`src/rtl/core/ipf_pkg.sv`:
```
// Isotope peak flagger package: field widths, register indexes, reset values
// and the configuration bundle shared by the config block, lanes and top level.
// No dependencies.
package ipf_pkg;

	localparam int SPEC_W    = 24;
	localparam int MZ_W      = 29;
	localparam int INTEN_W   = 32;
	localparam int SPACING_W = 20;
	localparam int TOL_W     = 17;
	localparam int CFG_IDX_W = 3;
	localparam int CFG_DAT_W = 32;

	localparam int DEF_WINDOW_DEPTH = 4;

	// signed width that holds new_mz - old_mz - spacing without overflow
	localparam int ERR_W = MZ_W + 3;

	typedef enum logic [CFG_IDX_W-1:0] {
		REG_MIN_ANCHOR_MZ        = 3'd0,
		REG_MIN_ANCHOR_INTENSITY = 3'd1,
		REG_SPACING_SINGLE       = 3'd2,
		REG_TOLERANCE_SINGLE     = 3'd3,
		REG_SPACING_DOUBLE       = 3'd4,
		REG_TOLERANCE_DOUBLE     = 3'd5
	} cfg_reg_t;

	localparam logic [MZ_W-1:0]      RST_MIN_ANCHOR_MZ        = 29'd35000000;
	localparam logic [INTEN_W-1:0]   RST_MIN_ANCHOR_INTENSITY = 32'd2000;
	localparam logic [SPACING_W-1:0] RST_SPACING_SINGLE       = 20'd100340;
	localparam logic [TOL_W-1:0]     RST_TOLERANCE_SINGLE     = 17'd500;
	localparam logic [SPACING_W-1:0] RST_SPACING_DOUBLE       = 20'd50017;
	localparam logic [TOL_W-1:0]     RST_TOLERANCE_DOUBLE     = 17'd250;

	typedef struct packed {
		logic [MZ_W-1:0]      min_anchor_mz;
		logic [INTEN_W-1:0]   min_anchor_intensity;
		logic [SPACING_W-1:0] spacing_single;
		logic [TOL_W-1:0]     tolerance_single;
		logic [SPACING_W-1:0] spacing_double;
		logic [TOL_W-1:0]     tolerance_double;
	} cfg_t;

endpackage

```
`src/rtl/core/ipf_cfg_regs.sv`:
```
// Isotope peak flagger configuration registers, written through a plain
// write port. Depends on ipf_pkg.
module ipf_cfg_regs (
	input  logic                             clk,
	input  logic                             arst_n,
	input  logic                             cfg_we,
	input  logic [ipf_pkg::CFG_IDX_W-1:0]    cfg_index,
	input  logic [ipf_pkg::CFG_DAT_W-1:0]    cfg_data,
	output ipf_pkg::cfg_t                    cfg
);
	import ipf_pkg::*;

	cfg_t cfg_q;

	always_ff @(posedge clk or negedge arst_n) begin
		if (!arst_n) begin
			cfg_q.min_anchor_mz        <= RST_MIN_ANCHOR_MZ;
			cfg_q.min_anchor_intensity <= RST_MIN_ANCHOR_INTENSITY;
			cfg_q.spacing_single       <= RST_SPACING_SINGLE;
			cfg_q.tolerance_single     <= RST_TOLERANCE_SINGLE;
			cfg_q.spacing_double       <= RST_SPACING_DOUBLE;
			cfg_q.tolerance_double     <= RST_TOLERANCE_DOUBLE;
		end else if (cfg_we) begin
			unique case (cfg_reg_t'(cfg_index))
				REG_MIN_ANCHOR_MZ:        cfg_q.min_anchor_mz        <= cfg_data[MZ_W-1:0];
				REG_MIN_ANCHOR_INTENSITY: cfg_q.min_anchor_intensity <= cfg_data[INTEN_W-1:0];
				REG_SPACING_SINGLE:       cfg_q.spacing_single       <= cfg_data[SPACING_W-1:0];
				REG_TOLERANCE_SINGLE:     cfg_q.tolerance_single     <= cfg_data[TOL_W-1:0];
				REG_SPACING_DOUBLE:       cfg_q.spacing_double       <= cfg_data[SPACING_W-1:0];
				REG_TOLERANCE_DOUBLE:     cfg_q.tolerance_double     <= cfg_data[TOL_W-1:0];
				default: ;
			endcase
		end
	end

	assign cfg = cfg_q;

endmodule

```
`src/rtl/core/ipf_lane.sv`:
```
// Isotope peak flagger compare lane: one window entry against the new peak,
// single and double spacing tests. Depends on ipf_pkg.
module ipf_lane (
	input  logic [ipf_pkg::SPEC_W-1:0] spec_new,
	input  logic [ipf_pkg::MZ_W-1:0]   mz_new,
	input  logic [ipf_pkg::SPEC_W-1:0] spec_old,
	input  logic [ipf_pkg::MZ_W-1:0]   mz_old,
	input  logic                       elig_old,
	input  ipf_pkg::cfg_t              cfg,
	output logic                       hit
);
	import ipf_pkg::*;

	logic signed [ERR_W-1:0] gap;
	logic signed [ERR_W-1:0] err_single;
	logic signed [ERR_W-1:0] err_double;
	logic signed [ERR_W-1:0] tol_single;
	logic signed [ERR_W-1:0] tol_double;
	logic                    near_single;
	logic                    near_double;

	always_comb begin
		gap = $signed({{(ERR_W-MZ_W){1'b0}}, mz_new}) -
		      $signed({{(ERR_W-MZ_W){1'b0}}, mz_old});
		err_single = gap - $signed({{(ERR_W-SPACING_W){1'b0}}, cfg.spacing_single});
		err_double = gap - $signed({{(ERR_W-SPACING_W){1'b0}}, cfg.spacing_double});
		tol_single = $signed({{(ERR_W-TOL_W){1'b0}}, cfg.tolerance_single});
		tol_double = $signed({{(ERR_W-TOL_W){1'b0}}, cfg.tolerance_double});
		// |err| < tol  <=>  -tol < err < tol
		near_single = (err_single < tol_single) && (err_single > -tol_single);
		near_double = (err_double < tol_double) && (err_double > -tol_double);
		hit = elig_old && (spec_old == spec_new) && (near_single || near_double);
	end

endmodule

```
`src/rtl/core/isotope_peak_flagger.sv`:
```
// Isotope peak flagger top level: input register, peak window, compare lanes
// and result register. Depends on ipf_pkg, ipf_cfg_regs, ipf_lane.
// A word passes the input register, then the result register; one word per
// cycle unless out_stall holds the result. The window shift and all lane
// compares complete between the input and result registers. Reset clears the
// window eligibility and valids and restores the register defaults.
module isotope_peak_flagger #(
	parameter int WINDOW_DEPTH = ipf_pkg::DEF_WINDOW_DEPTH
) (
	input  logic                            clk,
	input  logic                            arst_n,
	input  logic                            cfg_we,
	input  logic [ipf_pkg::CFG_IDX_W-1:0]   cfg_index,
	input  logic [ipf_pkg::CFG_DAT_W-1:0]   cfg_data,
	input  logic                            in_valid,
	output logic                            in_stall,
	input  logic [ipf_pkg::SPEC_W-1:0]      spectrum_id,
	input  logic [ipf_pkg::MZ_W-1:0]        peak_mz,
	input  logic [ipf_pkg::INTEN_W-1:0]     peak_intensity,
	output logic                            out_valid,
	input  logic                            out_stall,
	output logic                            is_isotope
);
	import ipf_pkg::*;

	cfg_t cfg;

	logic              valid_s1;
	logic [SPEC_W-1:0] spec_s1;
	logic [MZ_W-1:0]   mz_s1;
	logic              elig_s1;
	logic              advance;

	logic [WINDOW_DEPTH-1:0][SPEC_W-1:0] win_spec_q;
	logic [WINDOW_DEPTH-1:0][MZ_W-1:0]   win_mz_q;
	logic [WINDOW_DEPTH-1:0]             win_elig_q;
	logic [WINDOW_DEPTH-1:0]             lane_hit;

	logic valid_s2;
	logic hit_s2;

	ipf_cfg_regs u_cfg (
		.clk       (clk),
		.arst_n    (arst_n),
		.cfg_we    (cfg_we),
		.cfg_index (cfg_index),
		.cfg_data  (cfg_data),
		.cfg       (cfg)
	);

	assign advance  = valid_s1 && (!valid_s2 || !out_stall);
	assign in_stall = valid_s1 && !advance;

	always_ff @(posedge clk or negedge arst_n) begin
		if (!arst_n) begin
			valid_s1 <= 1'b0;
		end else if (!in_stall) begin
			valid_s1 <= in_valid;
		end
	end

	// eligibility taken with the thresholds in force at entry
	always_ff @(posedge clk) begin
		if (in_valid && !in_stall) begin
			spec_s1 <= spectrum_id;
			mz_s1   <= peak_mz;
			elig_s1 <= (peak_mz > cfg.min_anchor_mz) &&
			           (peak_intensity > cfg.min_anchor_intensity);
		end
	end

	genvar k;
	generate
		for (k = 0; k < WINDOW_DEPTH; k++) begin : g_lane
			ipf_lane u_lane (
				.spec_new (spec_s1),
				.mz_new   (mz_s1),
				.spec_old (win_spec_q[k]),
				.mz_old   (win_mz_q[k]),
				.elig_old (win_elig_q[k]),
				.cfg      (cfg),
				.hit      (lane_hit[k])
			);
		end
	endgenerate

	always_ff @(posedge clk or negedge arst_n) begin
		if (!arst_n) begin
			win_elig_q <= '0;
		end else if (advance) begin
			win_elig_q[0] <= elig_s1;
			for (int i = 1; i < WINDOW_DEPTH; i++) begin
				win_elig_q[i] <= win_elig_q[i-1];
			end
		end
	end

	always_ff @(posedge clk) begin
		if (advance) begin
			win_spec_q[0] <= spec_s1;
			win_mz_q[0]   <= mz_s1;
			for (int i = 1; i < WINDOW_DEPTH; i++) begin
				win_spec_q[i] <= win_spec_q[i-1];
				win_mz_q[i]   <= win_mz_q[i-1];
			end
		end
	end

	always_ff @(posedge clk or negedge arst_n) begin
		if (!arst_n) begin
			valid_s2 <= 1'b0;
		end else if (!valid_s2 || !out_stall) begin
			valid_s2 <= valid_s1;
		end
	end

	always_ff @(posedge clk) begin
		if (advance) begin
			hit_s2 <= |lane_hit;
		end
	end

	assign out_valid  = valid_s2;
	assign is_isotope = hit_s2;

	a_stall_needs_word: assert property (@(posedge clk) disable iff (!arst_n)
		in_stall |-> valid_s1 && valid_s2 && out_stall)
		else $error("input stalled without a blocked result");

	a_held_word_stable: assert property (@(posedge clk) disable iff (!arst_n)
		in_stall |=> valid_s1 && $stable(mz_s1) && $stable(spec_s1))
		else $error("held word changed while stalled");

	a_empty_window_no_hit: assert property (@(posedge clk) disable iff (!arst_n)
		advance && (win_elig_q == '0) |=> !hit_s2)
		else $error("hit flagged with no eligible window entry");

	a_accept_fills_s1: assert property (@(posedge clk) disable iff (!arst_n)
		in_valid && !in_stall |=> valid_s1)
		else $error("accepted word lost");

endmodule
```
`config.mk`:
```
export PLATFORM = sky130hd
export DESIGN_NAME = isotope_peak_flagger
export DESIGN_NICKNAME = d
export VERILOG_FILES = /design/src/rtl/core/ipf_pkg.sv /design/src/rtl/core/ipf_cfg_regs.sv /design/src/rtl/core/ipf_lane.sv /design/src/rtl/core/isotope_peak_flagger.sv
export SDC_FILE = /design/constraint.sdc
export NUM_CORES = 2
export LEC_CHECK = 0
export BUFFER_PORTS_ARGS = -buffer_cell sky130_fd_sc_hd__buf_2
export CAP_MARGIN = 25
export CORE_MARGIN = 5
export CORE_UTILIZATION = 49
export DETAILED_ROUTE_END_ITERATION = 8
export HOLD_SLACK_MARGIN = 0.12
export PLACE_DENSITY = 0.75
export SYNTH_ARGS = -nofsm -noshare
export SYNTH_HDL_FRONTEND = slang
export SYNTH_HIERARCHICAL = 1
export SYNTH_SLANG_ARGS = --single-unit
```
`constraint.sdc`:
```
create_clock -name clk -period 32.3 [get_ports clk]
set_clock_uncertainty 0.1 [all_clocks]
set_input_delay 4.845 -clock clk [delete_from_list [all_inputs] [get_ports clk]]
set_output_delay 4.845 -clock clk [all_outputs]
set_load 0.1 [all_outputs]
```
* After elaboration in Yosys (flattened, before gate mapping) *
Index checks and enable logic that the tools add are counted.

storage, ports and cells
  bits in registers = 408
  input bits = 125

cells by class
  add/subtract/negate cells = 14
  $lt $le $gt $ge = 18
  equality and inequality tests = 9
  reduce and logical (&&, ||, !) cells = 37

operator list
  operator            count
  $gt 32x32->1        9
  $lt 32x18->1        8
  $sub 32x21->32      8
  $sub 29x29->30      4
  $eq 24x24->1        4
  $neg 17->32         2
  $gt 29x29->1        1
  $logic_and 1x1->1   20
  $reduce_and 2->1    6
  $eq 3x2->1 const B  2
  $eq 3x3->1 const B  2
  $logic_or 1x1->1    5
  $logic_not 1->1     4
  $reduce_or 4->1     1
  $eq 3x1->1 const B  1
  $logic_not 3->1     1

* Logic depth before layout (Yosys ltp) *
  depth after elaboration = 7
  depth in mapped cells = 34

* Modules after synthesis *
Netlist, hierarchy kept.

modules (own cells, without submodules)
  module                           times used  cells an instance  area an instance (µm²)  seq. area each (µm²)
  ipf_lane (g_lane[0].u_lane ...)  3           1,104              7,733.7                 0.0
  isotope_peak_flagger             1           499                9,775.6                 8,167.8
  ipf_lane (g_lane[1].u_lane)      1           1,090              7,767.4                 0.0
  ipf_cfg_regs                     1           289                5,126.2                 3,433.3

* Worst setup path before layout *
OpenSTA, ideal clock, no wires.

  path type = input -> register
  start = input out_stall
  end = register win_elig_q[0]
  library setup time = 118 ps
  arrival time = 15,914 ps
  required time = 32,082 ps
  slack = 16,167 ps
  stages = 2
  buffers on the path = 0
  cell sequence = a21boi_1 > mux2_2

on the way
  word-level cells in the longest chain between the ends = 3

RTL lines
  element                          line                        source
  from (decl)                      isotope_peak_flagger.sv:21  input logic out_stall,
  $logic_not 1->1                  isotope_peak_flagger.sv:51  assign advance = valid_s1 && (!valid_s2 || !out_stall);
  $logic_or 1x1->1                 isotope_peak_flagger.sv:51
  $logic_and 1x1->1                isotope_peak_flagger.sv:51
  to (signal assigned)             isotope_peak_flagger.sv:91  win_elig_q[0] <= elig_s1;
  to (signal, indexed assignment)  isotope_peak_flagger.sv:93  win_elig_q[i] <= win_elig_q[i-1];
  to (decl)                        isotope_peak_flagger.sv:36  logic [WINDOW_DEPTH-1:0] win_elig_q;

Every way passes these cells.
A chain may end at the register's enable or synchronous reset.

* Final worst setup path *
  start = input out_stall
  end = output in_stall

on the way
  word-level cells in the longest chain between the ends = 5

RTL lines
  element            line                        source
  $logic_not 1->1    isotope_peak_flagger.sv:51
  $logic_or 1x1->1   isotope_peak_flagger.sv:51
  $logic_and 1x1->1  isotope_peak_flagger.sv:51
  $logic_not 1->1    isotope_peak_flagger.sv:52  assign in_stall = valid_s1 && !advance;
  $logic_and 1x1->1  isotope_peak_flagger.sv:52
  to (decl)          isotope_peak_flagger.sv:16  output logic in_stall,

Every way passes these cells.

==> reports/results.ini <==
[worst_setup_path]
crit_type = input pin to output pin
critPathMostFrequentCell = buf_2
critPathArrivalTime_ps = 5580
r2r-start = mz_s1[2]
cp.required_ps = 27360
start_kind = input pin
ff2ff_path_depth = 28
critPathSlowestCell = buf_2
r2r_slack_ps = 23800
worstReg2RegEnd = is_isotope
slowest_delay_ps = 420
cp_max_fo = 3
worstPathCellList = buf_2, nand3_1, inv_1, buf_2
cp-end-kind = output pin

[route]
finalWirelength_um = 140400
postRouteAntennaNets = 0
dr.pass1.iters = 7
via_count = 40190
wl_per_cell_um = 21.38
drc = 0
post_drt_via_cell_ratio = 6.121
drtIter0Drc = 3362

[grt]
gr-total-overflow = 0
grt_pass1_wl_um = 212700
track_usage = 0.2709
antenna_found_initial = 2
grt_start_max_net_pins = 82
grt_pass1_vias = 39290

[floorplan]
io-pin-count = 128
start_util = 0.4922
die_w_um = 316.0
die_area_sq_um = 99830
coreArea_sq_um = 93190
rows = 112
dieHeight_um = 316.0

[clock_network]
post_cts_buffers = 0
insertion_delay_ps = 580
cts_buffer_depth = 3
clk_pin_slew_ps = 60
cts_buffers = 40
root_buffer = clkbuf_16
cts_sinks = 408
tritoncts = built
ctsResizeCount = 0
htree_levels = 2
holdBufCountCts = 0

[synthesis]
synth.largest_area_cell = ha_1
synth-edff-count = 267
synth.top_cell.area_share = 0.1945
postSynthAreaPerCell_sq_um = 8.838
synth_seq_cells = 408
synthTopCellsByArea = ha_1, edfxtp_1, xnor2_1
syn_nets = 6040
ys_warn_count = 6
ys_types = 116
async_flop_share = 0.3456
synthCells = 5190
ys.flop_type = edfxtp_1
syn_area_sq_um = 45870
ys_seq_area_frac = 0.2529

[layout]
drive_above_1_share = 0.09620
synthToLayoutAreaGrowth_pct = 6.986
fill_cells = 8626
fin_nets = 6133

[min_path]
hp-class = register to register
min_from = win_mz_q[86]
holdPathEnd = win_mz_q[115]
whs_path_depth = 0

[timing]
max_freq_mhz = 95.00
rsz0062_at_grt = no
relSlewSlack = 0.1704
setup_tns_ps = 0
finalCritPeriodShare = 0.3259
tightest_slew_ps = 1244
slew_violations = 0
hold_viol_final = 0
fin_hold_ws_ps = 346.2
setup_violations = 0
post-route-min-period_ps = 10530

[place]
portBuffers = 127
dp_hpwl_um = 115900
routabilityCongestion = 1.010

[flow_run]
drv_cap = 0

[power_and_ir_drop]
leakage_nw = 21.68
ir_worst_vdd_mv = 0.06107
pwr_density_cell_nw_per_um2 = 74.93

[run_status]
status = complete, no violations

[how the worst max path moves through the flow]
stage / slack, ps / start / end
CTS: 21770 / out_stall / in_stall
global route: 21730 / out_stall / in_stall
floorplan: 16170 / out_stall / win_elig_q[0]
global placement: 21760 / out_stall / in_stall
finish: 21770 / out_stall / in_stall
detailed placement: 21770 / out_stall / in_stall
[flip-flops by register name, indices dropped and copies added, names as in the netlist]
| name | cells |
|---|---|
| u_cfg/cfg | 135 |
| win_mz_q | 116 |
| win_spec_q | 96 |
| mz_s1 | 29 |
| spec_s1 | 24 |
| win_elig_q | 4 |
| elig_s1 | 1 |
| is_isotope | 1 |
| out_valid | 1 |
| valid_s1 | 1 |
[metrics by stage]
step	utilization	cell area (sq um)	worst slack (ps)	cells	power (W)
floorplan	-	45870	16170	5190	0.002495
global route	0.5266	49070	21730	6566	0.003973
CTS	0.5265	49070	21770	6565	0.003640
global placement	0.5123	47740	21760	6494	0.003073
finish	0.5266	49070	21770	6567	0.003677
detailed placement	0.5123	47740	21770	6494	0.003132
[power by group]
| group | switching [W] | internal (W) |
|---|---|---|
| Clock | 0.000205 | 0.000279 |
| Sequential | 0.000123 | 0.000643 |
| Combinational | 0.00143 | 0.000995 |
[critical path: cells and delay by family]
kind,cells,cell delay [ps]
and+or+nand+nor,1,110
buffers and inverters,3,620
[kinds of logic (layout without fill, tap and decap cells)]
| kind of cell | count (synthesis) | in the layout | synth area share |
|---|---|---|---|
| XOR/XNOR | 485 | 485 | 0.09424 |
| other | 0 | 1 | 0 |
| buffers and inverters | 734 | 856 | 0.06407 |
| AO/OA/AOI/OAI | 1270 | 1270 | 0.1865 |
| adder cells (fa/ha/maj) | 732 | 732 | 0.2014 |
| multiplexers | 144 | 144 | 0.03530 |
| flip-flops | 408 | 408 | 0.2529 |
| AND/OR/NAND/NOR | 1417 | 1417 | 0.1655 |
[placed cells by master (no fill, tap or decap), drive strengths merged, types with 127 or more instances in the layout]
master / count
buf: 153
ha: 713
nand2: 294
nor2: 282
inv: 633
edfxtp: 267
mux2: 142
xor2: 146
a21oi: 355
xnor2: 336
nand4: 127
o21ai: 237
[area by class of cell]
| class | instances | area (sq um) | area share |
|---|---|---|---|
| Timing Repair Buffer | 153 | 834.6 | 0.01701 |
| Antenna cell | 1 | 2.502 | 0.00005099 |
| Tap cell | 1254 | 1569 | 0.03197 |
| Inverter | 632 | 2372 | 0.04834 |
| Clock inverter | 17 | 195.2 | 0.003977 |
| Multi-Input combinational cell | 4048 | 31370 | 0.6392 |
| Clock buffer | 54 | 1131 | 0.02305 |
| Sequential cell | 408 | 11600 | 0.2364 |
[cells in the mapped netlist, drive strengths merged (92+ instances only)]
cell and n:
dfrtp 97, nand4 127, o21a 126, nor4 106, xnor2 336, a21o 120, nand2 294, a21oi 355
nor2b 92, edfxtp 267, o21ai 237, nand3 105, inv 632, mux2 142, xor2 146, ha 713
nor3 110, nor2 282
[routing by layer]
metal	vias to the layer above	global-route usage	routed length, um
met5	-	0	0
li1	19080	-	-
met1	19310	0.3581	59550
met4	0	0.1165	6867
met2	1504	0.4553	64540
met3	294	0.02471	9442
(Power assumes the default switching activity.)
